<file path="config.mk">
export PLATFORM = sky130hd
export DESIGN_NAME = ts_sched_ram
export DESIGN_NICKNAME = d
export VERILOG_FILES = /design/src/design/ts_sched_ram.sv
export SDC_FILE = /design/constraint.sdc
export NUM_CORES = 1
export LEC_CHECK = 0
export BUFFER_PORTS_ARGS = -buffer_cell sky130_fd_sc_hd__buf_2
export CAP_MARGIN = 20
export CORE_MARGIN = 2
export CORE_UTILIZATION = 40
export CTS_CLUSTER_DIAMETER = 100
export DETAILED_ROUTE_END_ITERATION = 16
export GPL_ROUTABILITY_DRIVEN = 0
export SETUP_SLACK_MARGIN = 0.4
export SLEW_MARGIN = 20
export SYNTH_ARGS = -nofsm -noshare
export SYNTH_HDL_FRONTEND = slang
export SYNTH_SLANG_ARGS = --single-unit
</file>
<file path="constraint.sdc">
create_clock -name clk -period 1.5 [get_ports clk]
set_input_delay 0.075 -clock clk [delete_from_list [all_inputs] [get_ports clk]]
set_output_delay 0.075 -clock clk [all_outputs]
set_load 0.02 [all_outputs]
</file>
<file path="src/design/ts_sched_ram.sv">
// Generic simple dual-port RAM with registered read.
`default_nettype none
module ts_sched_ram #(
	parameter int DATA_W = 8,
	parameter int DEPTH  = 16
) (
	input  wire logic                       clk,
	input  wire logic                       wr_en,
	input  wire logic [$clog2(DEPTH)-1:0]   wr_addr,
	input  wire logic [DATA_W-1:0]          wr_data,
	input  wire logic                       rd_en,
	input  wire logic [$clog2(DEPTH)-1:0]   rd_addr,
	output      logic [DATA_W-1:0]          rd_data
);

	logic [DATA_W-1:0] mem_q [DEPTH];

	always_ff @(posedge clk) begin
		if (wr_en) begin
			mem_q[wr_addr] <= wr_data;
		end
		if (rd_en) begin
			rd_data <= mem_q[rd_addr];
		end
	end

endmodule
`default_nettype wire

</file>
==> impl_metrics.py <==
metrics = {
    "status": {
        "status": "complete, no violations",
    },
    "routing": {
        "drt_iter0_markers": 226,
        "dr.pass1.iters": 4,
        "post_drt_wl_per_cell_um": 22.2,
        "drc": 0,
        "final_antenna_net_count": 0,
        "vias": 2471,
        "via_per_inst": 5.26,
        "drt_wl_total_mm": 10.4,
    },
    "global_route": {
        "grt_pass1_vias": 2597,
        "antenna_found_initial": 0,
        "gr-total-overflow": 0,
        "grt_max_degree": 33,
        "grt_pass1_wl_mm": 16.2,
        "grt.total_usage_pct": 16.3,
    },
    "timing": {
        "slew-limit-headroom_pct": 42.2,
        "clock_skew_ns": 0.00761,
        "rsz0062_at_grt": "true",
        "maxSlewViolCount": 0,
        "whs_ns": 0.0423,
        "worst_slew_pin_slew_ns": 0.863,
        "hold_violations": 0,
        "fin_crit_sh_pct": 94.5,
        "setup_viol": 0,
        "max_freq_mhz": 705,
        "period_minus_slack_ns": 1.42,
        "timing.final.ws_setup_ns": 0.0825,
    },
    "critical_path": {
        "cp_cell_sequence": "mux4_2 > a22oi_1 > nand2_1",
        "worstPathMaxFanout": 1,
        "worst_ep_required_time_ns": 1.65,
        "slowest_stage": "mux4_2",
        "arrival_ns": 1.57,
        "worstSetupEndpointType": "flip-flop",
        "worstSetupPathType": "flip-flop to flip-flop",
        "critPathLaunch": "mem_q[6][4]",
        "critPathMaxStageDelay_ns": 0.51,
        "timing.rr.start": "mem_q[6][4]",
        "start_kind": "flip-flop",
        "critPathTopFamily": "multiplexers",
        "crit_buf_inv": 0,
        "reg2reg_slack_ns": 0.08,
    },
    "place": {
        "port_buffers": 26,
        "dp_hpwl_mm": 6.65,
        "dp_slack_ns": -0.0985,
        "place_area_sq_um": 5690,
    },
    "cells_and_area": {
        "final_util_pct": 50.8,
        "drive_gt1_share_pct": 41.6,
        "final_nets": 305,
        "syn2layout_area_growth_pct": 23.2,
        "final_area_sq_um": 6440,
        "antennaDiodeCount": 0,
    },
    "die": {
        "core-area_sq_um": 12700,
        "pin_count": 27,
        "die_w_um": 118,
        "dieArea_sq_um": 14000,
        "start_util_pct": 41.3,
        "rows": 41,
        "die_h_um": 118,
    },
    "clock_tree": {
        "worstSkewPairLatency_ns": 0.41,
        "ctsRootBufferMaster": "clkbuf_16",
        "htree_levels": 4,
        "cts.sinks": 136,
        "cts_tree": "done",
        "clockBufferDepth": 2,
        "path_clk_slew_ns": 0.06,
        "post_cts_buffers": 0,
        "cts_made_buffers": 17,
    },
    "synthesis": {
        "synth_seq_cells": 136,
        "synth-async-reset-ratio_pct": 0,
        "synth_cell_types": 18,
        "synthesis.instances": 229,
        "syn_nets": 248,
        "synth_common_cells": "edfxtp_1, mux4_2, a22oi_1",
        "synth.most_common_cell": "edfxtp_1",
        "synthesis.area_sq_um": 5230,
        "avgSynthCellArea_sq_um": 22.8,
        "synthFlopType": "edfxtp_1",
        "synth_edf_count": 136,
        "ys_seq_area_share_pct": 78.1,
        "yosysTopAreaCellShare_pct": 78.1,
        "yosysWarnings": 0,
        "synth_area_leaders": "edfxtp_1, mux4_2, mux4_1",
        "yosysTopAreaCell": "edfxtp_1",
    },
    "power_and_ir_drop": {
        "pwr-share-seq_pct": 44.5,
        "p_leak_nw": 2.14,
        "p_sw_mw": 1.76,
        "combPwrFrac_pct": 4.8,
        "max-vdd-ir-drop_v": 0.000995,
        "power_density_nw_per_um2": 1500,
        "clock_power_share_pct": 50.7,
        "p_int_mw": 7.92,
        "swShare_pct": 18.2,
    },
    "min_path": {
        "min_path_type": "primary input to flip-flop",
        "min_from": "rd_en",
    },
    "run": {
        "drv_cap": 0,
    },
}
area by class of cell:
type                            instances  area [sq um]
Sequential cell                       136          4080
Clock buffer                           18           429
Fill cell                            1017          6230
Tap cell                              172           215
Timing Repair Buffer                   48           345
Clock inverter                         13           275
Multi-Input combinational cell         83          1090
cells in the final DEF, fill, tap and decap left out:
master and count:
a22oi_2 7, and2b_1 1, nand3b_1 2, bufinv_16 8, buf_2 24, nand2_1 9
buf_4 19, nor2_1 10, and2_1 1, buf_12 3, or3b_4 1, clkbuf_16 17
buf_6 2, mux4_2 32, nand2b_1 2, nor3_4 1, clkbuf_1 1, clkinv_1 1
clkinv_2 1, a22oi_1 9, clkinv_4 3, nand3_1 1, nor2b_1 1, nor2_4 3
edfxtp_1 136, nor3_2 3
what timing repair did:
item	4_1_cts	5_1_grt
pin swaps	1	1
setup endpoints to repair	8	10
resized for setup	5	6
hold buffers	0	0
power by group through the flow:
stage | registers [mW] | clock network [mW] | logic, mW
2_1_floorplan | 4.40 | 0 | 0.243
3_3_place_gp | 4.38 | 0 | 0.439
3_5_place_dp | 4.38 | 0 | 0.447
4_1_cts | 4.31 | 4.97 | 0.459
5_1_grt | 4.31 | 5.15 | 0.497
6_report | 4.31 | 4.91 | 0.460
final timing paths:
| path | end | cells past startpoint |
|---|---|---|
| worst max-delay path | rd_data[4] | 3 |
| worst min-delay path | rd_data[3] | 1 |
| worst max register to register | rd_data[4] | 3 |
| worst min register to register | rd_data[1] | 3 |
layer usage:
metal	wire length (um)	global-route usage [%]	share of wire, %
met4	170	6.55	1.6
met2	5110	25.0	49
met5	0	0	0
met3	450	4.05	4.3
met1	4720	22.6	45
logic make-up after synthesis:
group,count (synthesis),synth area share [%]
compound gates,16,2.30
buf+inv,10,1.65
flops,136,78.1
mux,32,14.8
simple gates,35,3.14
through the flow:
stage	std cells	total power, mW	setup TNS [ns]
final	470	9.68	0
after floorplan	229	4.64	0
after global routing	470	9.96	0
after global placement	439	4.82	-0.412
after CTS	470	9.74	0
after detailed placement	439	4.83	-0.350
registers in the layout (all words and copies together) (netlist names):
| name | count |
|---|---|
| mem_q | 128 |
| rd_data | 8 |
No activity file was read; power rests on OpenSTA's default activity.
