File: src/design/ts_sched_pkg.sv
// Shared types, constants and helpers for the transport-stream slot scheduler.
`default_nettype none
package ts_sched_pkg;

	localparam int ENTRIES   = 64;
	localparam int FRAC_BITS = 8;

	localparam int IDX_W  = $clog2(ENTRIES);
	localparam int CNT_W  = $clog2(ENTRIES + 1);
	localparam int SPP_W  = 16;
	localparam int SID_W  = 13;
	localparam int IV_W   = 24;
	localparam int DUE_W  = 32;
	localparam int ACC_W  = DUE_W + 2;
	localparam int POS_FW = SPP_W + FRAC_BITS;
	localparam int LIV_W  = IV_W + 4;

	localparam logic [SPP_W-1:0] SPP_RESET = SPP_W'(1000);
	localparam logic [CNT_W-1:0] CNT_END   = CNT_W'(ENTRIES);
	localparam logic [LIV_W-1:0] FAST_LIM  = LIV_W'(1) << FRAC_BITS;

	localparam logic signed [DUE_W-1:0] DUE_MAX = {1'b0, {(DUE_W-1){1'b1}}};
	localparam logic signed [DUE_W-1:0] DUE_MIN = {1'b1, {(DUE_W-1){1'b0}}};

	localparam logic [1:0] KIND_NULL = 2'd0;
	localparam logic [1:0] KIND_REAL = 2'd1;
	localparam logic [1:0] KIND_LOAD = 2'd2;

	localparam logic FUNC_LOAD = 1'b0;
	localparam logic FUNC_SLOT = 1'b1;

	typedef enum logic [1:0] {
		ST_IDLE,
		ST_SCAN,
		ST_UPDATE,
		ST_REBASE
	} state_t;

	typedef struct packed {
		logic                    live;
		logic [SID_W-1:0]        sid;
		logic [IV_W-1:0]         iv;
		logic signed [DUE_W-1:0] due;
	} entry_t;

	localparam int WORD_W = $bits(entry_t);

	function automatic logic is_live(input logic [SID_W-1:0] sid, input logic [IV_W-1:0] iv);
		logic [LIV_W-1:0] x10;
		x10 = {1'b0, iv, 3'b000} + {3'b000, iv, 1'b0};
		return (sid != '0) && (x10 > FAST_LIM);
	endfunction

	function automatic logic signed [DUE_W-1:0] sat_due(input logic signed [ACC_W-1:0] v);
		logic [ACC_W-DUE_W:0] top;
		top = v[ACC_W-1:DUE_W-1];
		if ((&top) || !(|top)) begin
			return v[DUE_W-1:0];
		end else if (v[ACC_W-1]) begin
			return DUE_MIN;
		end
		return DUE_MAX;
	endfunction

endpackage
`default_nettype wire

File: src/design/ts_sched_alu.sv
// Shared adder with due-position saturation, used by scan, advance and rebase.
`default_nettype none
module ts_sched_alu (
	input  wire logic signed [ts_sched_pkg::ACC_W-1:0] a,
	input  wire logic signed [ts_sched_pkg::ACC_W-1:0] b,
	output      logic signed [ts_sched_pkg::ACC_W-1:0] sum,
	output      logic signed [ts_sched_pkg::DUE_W-1:0] sat
);

	assign sum = a + b;
	assign sat = ts_sched_pkg::sat_due(sum);

endmodule
`default_nettype wire

File: config.mk
export PLATFORM = sky130hd
export DESIGN_NAME = ts_sched_alu
export DESIGN_NICKNAME = d
export VERILOG_FILES = /design/src/design/ts_sched_pkg.sv /design/src/design/ts_sched_alu.sv
export SDC_FILE = /design/constraint.sdc
export NUM_CORES = 1
export LEC_CHECK = 0
export ABC_CLOCK_PERIOD_IN_PS = 4200
export BUFFER_PORTS_ARGS = -buffer_cell sky130_fd_sc_hd__buf_2
export CAP_MARGIN = 20
export CORE_UTILIZATION = 48
export DETAILED_ROUTE_END_ITERATION = 7
export GPL_TIMING_DRIVEN = 0
export PLACE_DENSITY = 0.9
export SLEW_MARGIN = 0
export SYNTH_ARGS = -nofsm -noshare
export SYNTH_HDL_FRONTEND = slang
export SYNTH_SLANG_ARGS = --single-unit
File: constraint.sdc
create_clock -name vclk -period 4.2
set_input_delay 0.84 -clock vclk [all_inputs]
set_output_delay 0.84 -clock vclk [all_outputs]
set_load 0.02 [all_outputs]
==> PnR_summary.wiki <==
{| class="wikitable"
! Metric !! Value
|-
| Seq/Total Area, Yosys || 0%
|-
| Filler instances || 385
|-
| Kind of critical path || primary input to output pin
|-
| Share of the cycle needed by the critical path after routing || 100.2%
|-
| Pins Over Slew Limit || 0
|-
| Proportion of layout cells with a drive suffix above 1 || 50.42%
|-
| Initial Util || 50.35%
|-
| Worst path buffer plus inverter count || 3
|-
| Cell with the largest stage delay on the worst path || a21boi_4
|-
| Post-layout net count || 580
|-
| Leading post-synthesis cells by cell area || ha_1 17%, o21ai_2 11%, a21oi_1 7.1%
|-
| Routability-driven placement congestion ratio || 0.9002
|-
| Setup repair after global routing missed its margin || true
|-
| Least setup slack across all paths after layout || -0.006747 ns
|-
| Port buffer count || 134
|-
| GRT Overall Usage || 24.03%
|-
| DRC violation total after the first TritonRoute iteration || 70
|-
| Number of design rule violations left after detail routing || 0
|-
| VDD IR max || 0.1788 mV
|-
| Worst max-slew margin expressed relative to the limit || 74.33%
|-
| Status || complete, but fails checks
|-
| Net count after synthesis || 436
|-
| Clock buffer instance count of the final layout || 0
|-
| Crit start category || primary input
|-
| Clock period minus worst slack || 4.207 ns
|-
| Router iterations before antenna repair || 4
|-
| Yosys top cell area share || 17.13%
|-
| Power, Total || 1118 µW
|-
| Post-detailed-route wirelength per cell || 13.43 µm
|-
| Violations in the final reports || negative setup slack
|-
| Count of sequential standard cells || 0
|-
| Maximum operating frequency || 237.7 MHz
|-
| Maximum fanout along the worst path || 10
|-
| Path type of the worst min-delay path || primary input to output pin
|-
| Most numerous cell on the critical path || buf_2
|-
| Placed wire-length estimate || 5821 µm
|-
| Remaining Overflow, GRT || 0
|-
| Most area-hungry cell type in the Yosys netlist || ha_1
|-
| Post-Layout Cell Count || 543
|-
| Combined area of the multi-input logic cells || 2323 µm²
|-
| Post-placement worst setup slack || -0.1956 ns
|-
| Number of library cell types mapped by synthesis || 56
|-
| Post-DR vias/cell || 5.442
|-
| Final-report hold violation count || 0
|-
| Antenna viol nets, final || 0
|-
| Top cells by count, synth || 42 x inv_1, 34 x a21oi_1, 33 x ha_1
|-
| Total inserted antenna cells || 0
|-
| Number of placed instances with taps included || 535
|-
| Layout overhead on the synthesized area || 44.03%
|-
| Critical path capture point type || output pin
|-
| CP Data Arrival Time || 3.37 ns
|-
| Power per cell area || 322.0 nW/µm²
|-
| Initial antenna violation count || 0
|-
| Maximum number of pins on one net before global-route repair || 11
|-
| Most frequent cell after synthesis || inv_1
|-
| Instance count along the most critical hold path || 3
|-
| Vias in the first global route || 2565
|-
| Post-synthesis cell area || 2410 µm²
|-
| Area of the placeable core || 4786 µm²
|-
| P_leak || 0.001768 µW
|-
| Cell family with most CP delay || compound AO/OA/AOI/OAI gates
|-
| Area of the die || 5308 µm²
|-
| Data required time of the worst path || 3.36 ns
|-
| Global-route wire length before repair || 10650 µm
|-
| Warning count from the yosys run || 0
|-
| Number of top-level pins || 134
|-
| Largest stage delay, worst path || 0.36 ns
|-
| Setup violation total in the final timing report || 1
|-
| Row Count || 25
|-
| Die extent in x || 72.86 µm
|-
| Total wirelength of the detailed-routed design || 7294 µm
|-
| Flip-flop and latch area || 0 µm²
|-
| Average footprint of a synthesized cell || 7.215 µm²
|-
| Path length in cells of the critical path || 13
|-
| Cells along the critical path || buf_2, ha_4, a21oi_2, nand4b_1, a21o_4, nor3b_4, nor3_4, a21o_1, a211oi_2, a21boi_4, buf_6, o21ai_2, buf_2
|-
| Die height || 72.86 µm
|-
| Slew at the pin closest to its max-slew limit || 0.3800 ns
|-
| Number of standard cells after synthesis || 334
|-
| Count of max-cap constraint violations || 0
|-
| Via count || 2955
|}
==> layer usage <==
| layer | up-vias | global-route usage (%) | routed length [µm] |
|---|---|---|---|
| li1 | 1482 | - | - |
| met1 | 1340 | 28.73 | 2994 |
| met2 | 120 | 47.98 | 3868 |
| met3 | 13 | 0.8287 | 323 |
| met4 | 0 | 3.268 | 108 |
| met5 | - | 0 | 0 |
==> cell type report <==
cell class / instances / area share [%]
plain buffers: 11 / 3.533
inverters: 42 / 4.542
well taps: 67 / 2.415
multi-input cells: 281 / 66.94
repair buffers: 142 / 22.57
==> cell families (layout without fill, tap and decap cells) <==
kind of cell               after synthesis  after routing  share of synthesized area [%]
buffers and inverters                   53            195                          11.47
and+or+nand+nor                         79             79                          16.25
adders and majority gates               34             34                          17.96
xor gates and xnor gates                30             30                          11.99
AOI/OAI and AO/OA                      138            138                          42.32
==> report_power, final <==
part | switching (µW) | internal [µW] | total [µW]
clock | 0 | 0 | 0
sequential | 0 | 0 | 0
combinational | 677 | 440 | 1120
==> through the flow <==
step | utilization (%) | hold WS [ns] | TNS (ns) | instance area (µm²)
after global routing | 72.52 | 2.074 | -1.267 | 3471
final | 72.52 | 2.050 | -0.006747 | 3471
after global placement | 66.12 | 2.034 | -4.875 | 3164
after CTS | 66.80 | 2.043 | -0.002457 | 3197
after detailed placement | 66.12 | 2.042 | -5.459 | 3164
after floorplan | - | 1.894 | 0 | 2410
==> worst paths after layout <==
| check | startpoint | to | slack (ns) |
|---|---|---|---|
| worst max-delay path | b[1] | sat[25] | -0.007 |
| worst min-delay path | b[0] | sum[0] | 2.05 |
==> layout by cell type (no fill, tap or decap), types with 2 or more instances in the layout <==
| master | count |
|---|---|
| buf_2 | 126 |
| inv_1 | 41 |
| o21ai_2 | 32 |
| nand2_1 | 29 |
| ha_1 | 26 |
| a21oi_1 | 25 |
| o21ai_0 | 16 |
| nor2_1 | 15 |
| xnor2_1 | 15 |
| a21oi_2 | 13 |
| buf_4 | 13 |
| xor2_1 | 13 |
| buf_6 | 11 |
| a21o_1 | 11 |
| o211ai_1 | 7 |
| nand4_1 | 6 |
| o21ai_1 | 5 |
| a21boi_0 | 4 |
| ha_2 | 4 |
| a211oi_2 | 3 |
| nor2b_1 | 3 |
| nand3_1 | 3 |
| ha_4 | 3 |
| nand2_2 | 2 |
| nor2_2 | 2 |
| nand2_4 | 2 |
| nor3_4 | 2 |
| nor2b_2 | 2 |
| and3_1 | 2 |
| o21a_1 | 2 |
| a211oi_1 | 2 |
| a21boi_4 | 2 |
| nand2b_1 | 2 |
==> timing repair <==
item | 4_1_cts | 5_1_grt
pin swaps | 2 | 16
setup endpoints to repair | 31 | 33
buffers inserted | 1 | 6
gates cloned | 0 | 1
hold buffers | 0 | 0
resized for setup | 4 | 51
Note: power is estimated with default switching activity, not from simulation.
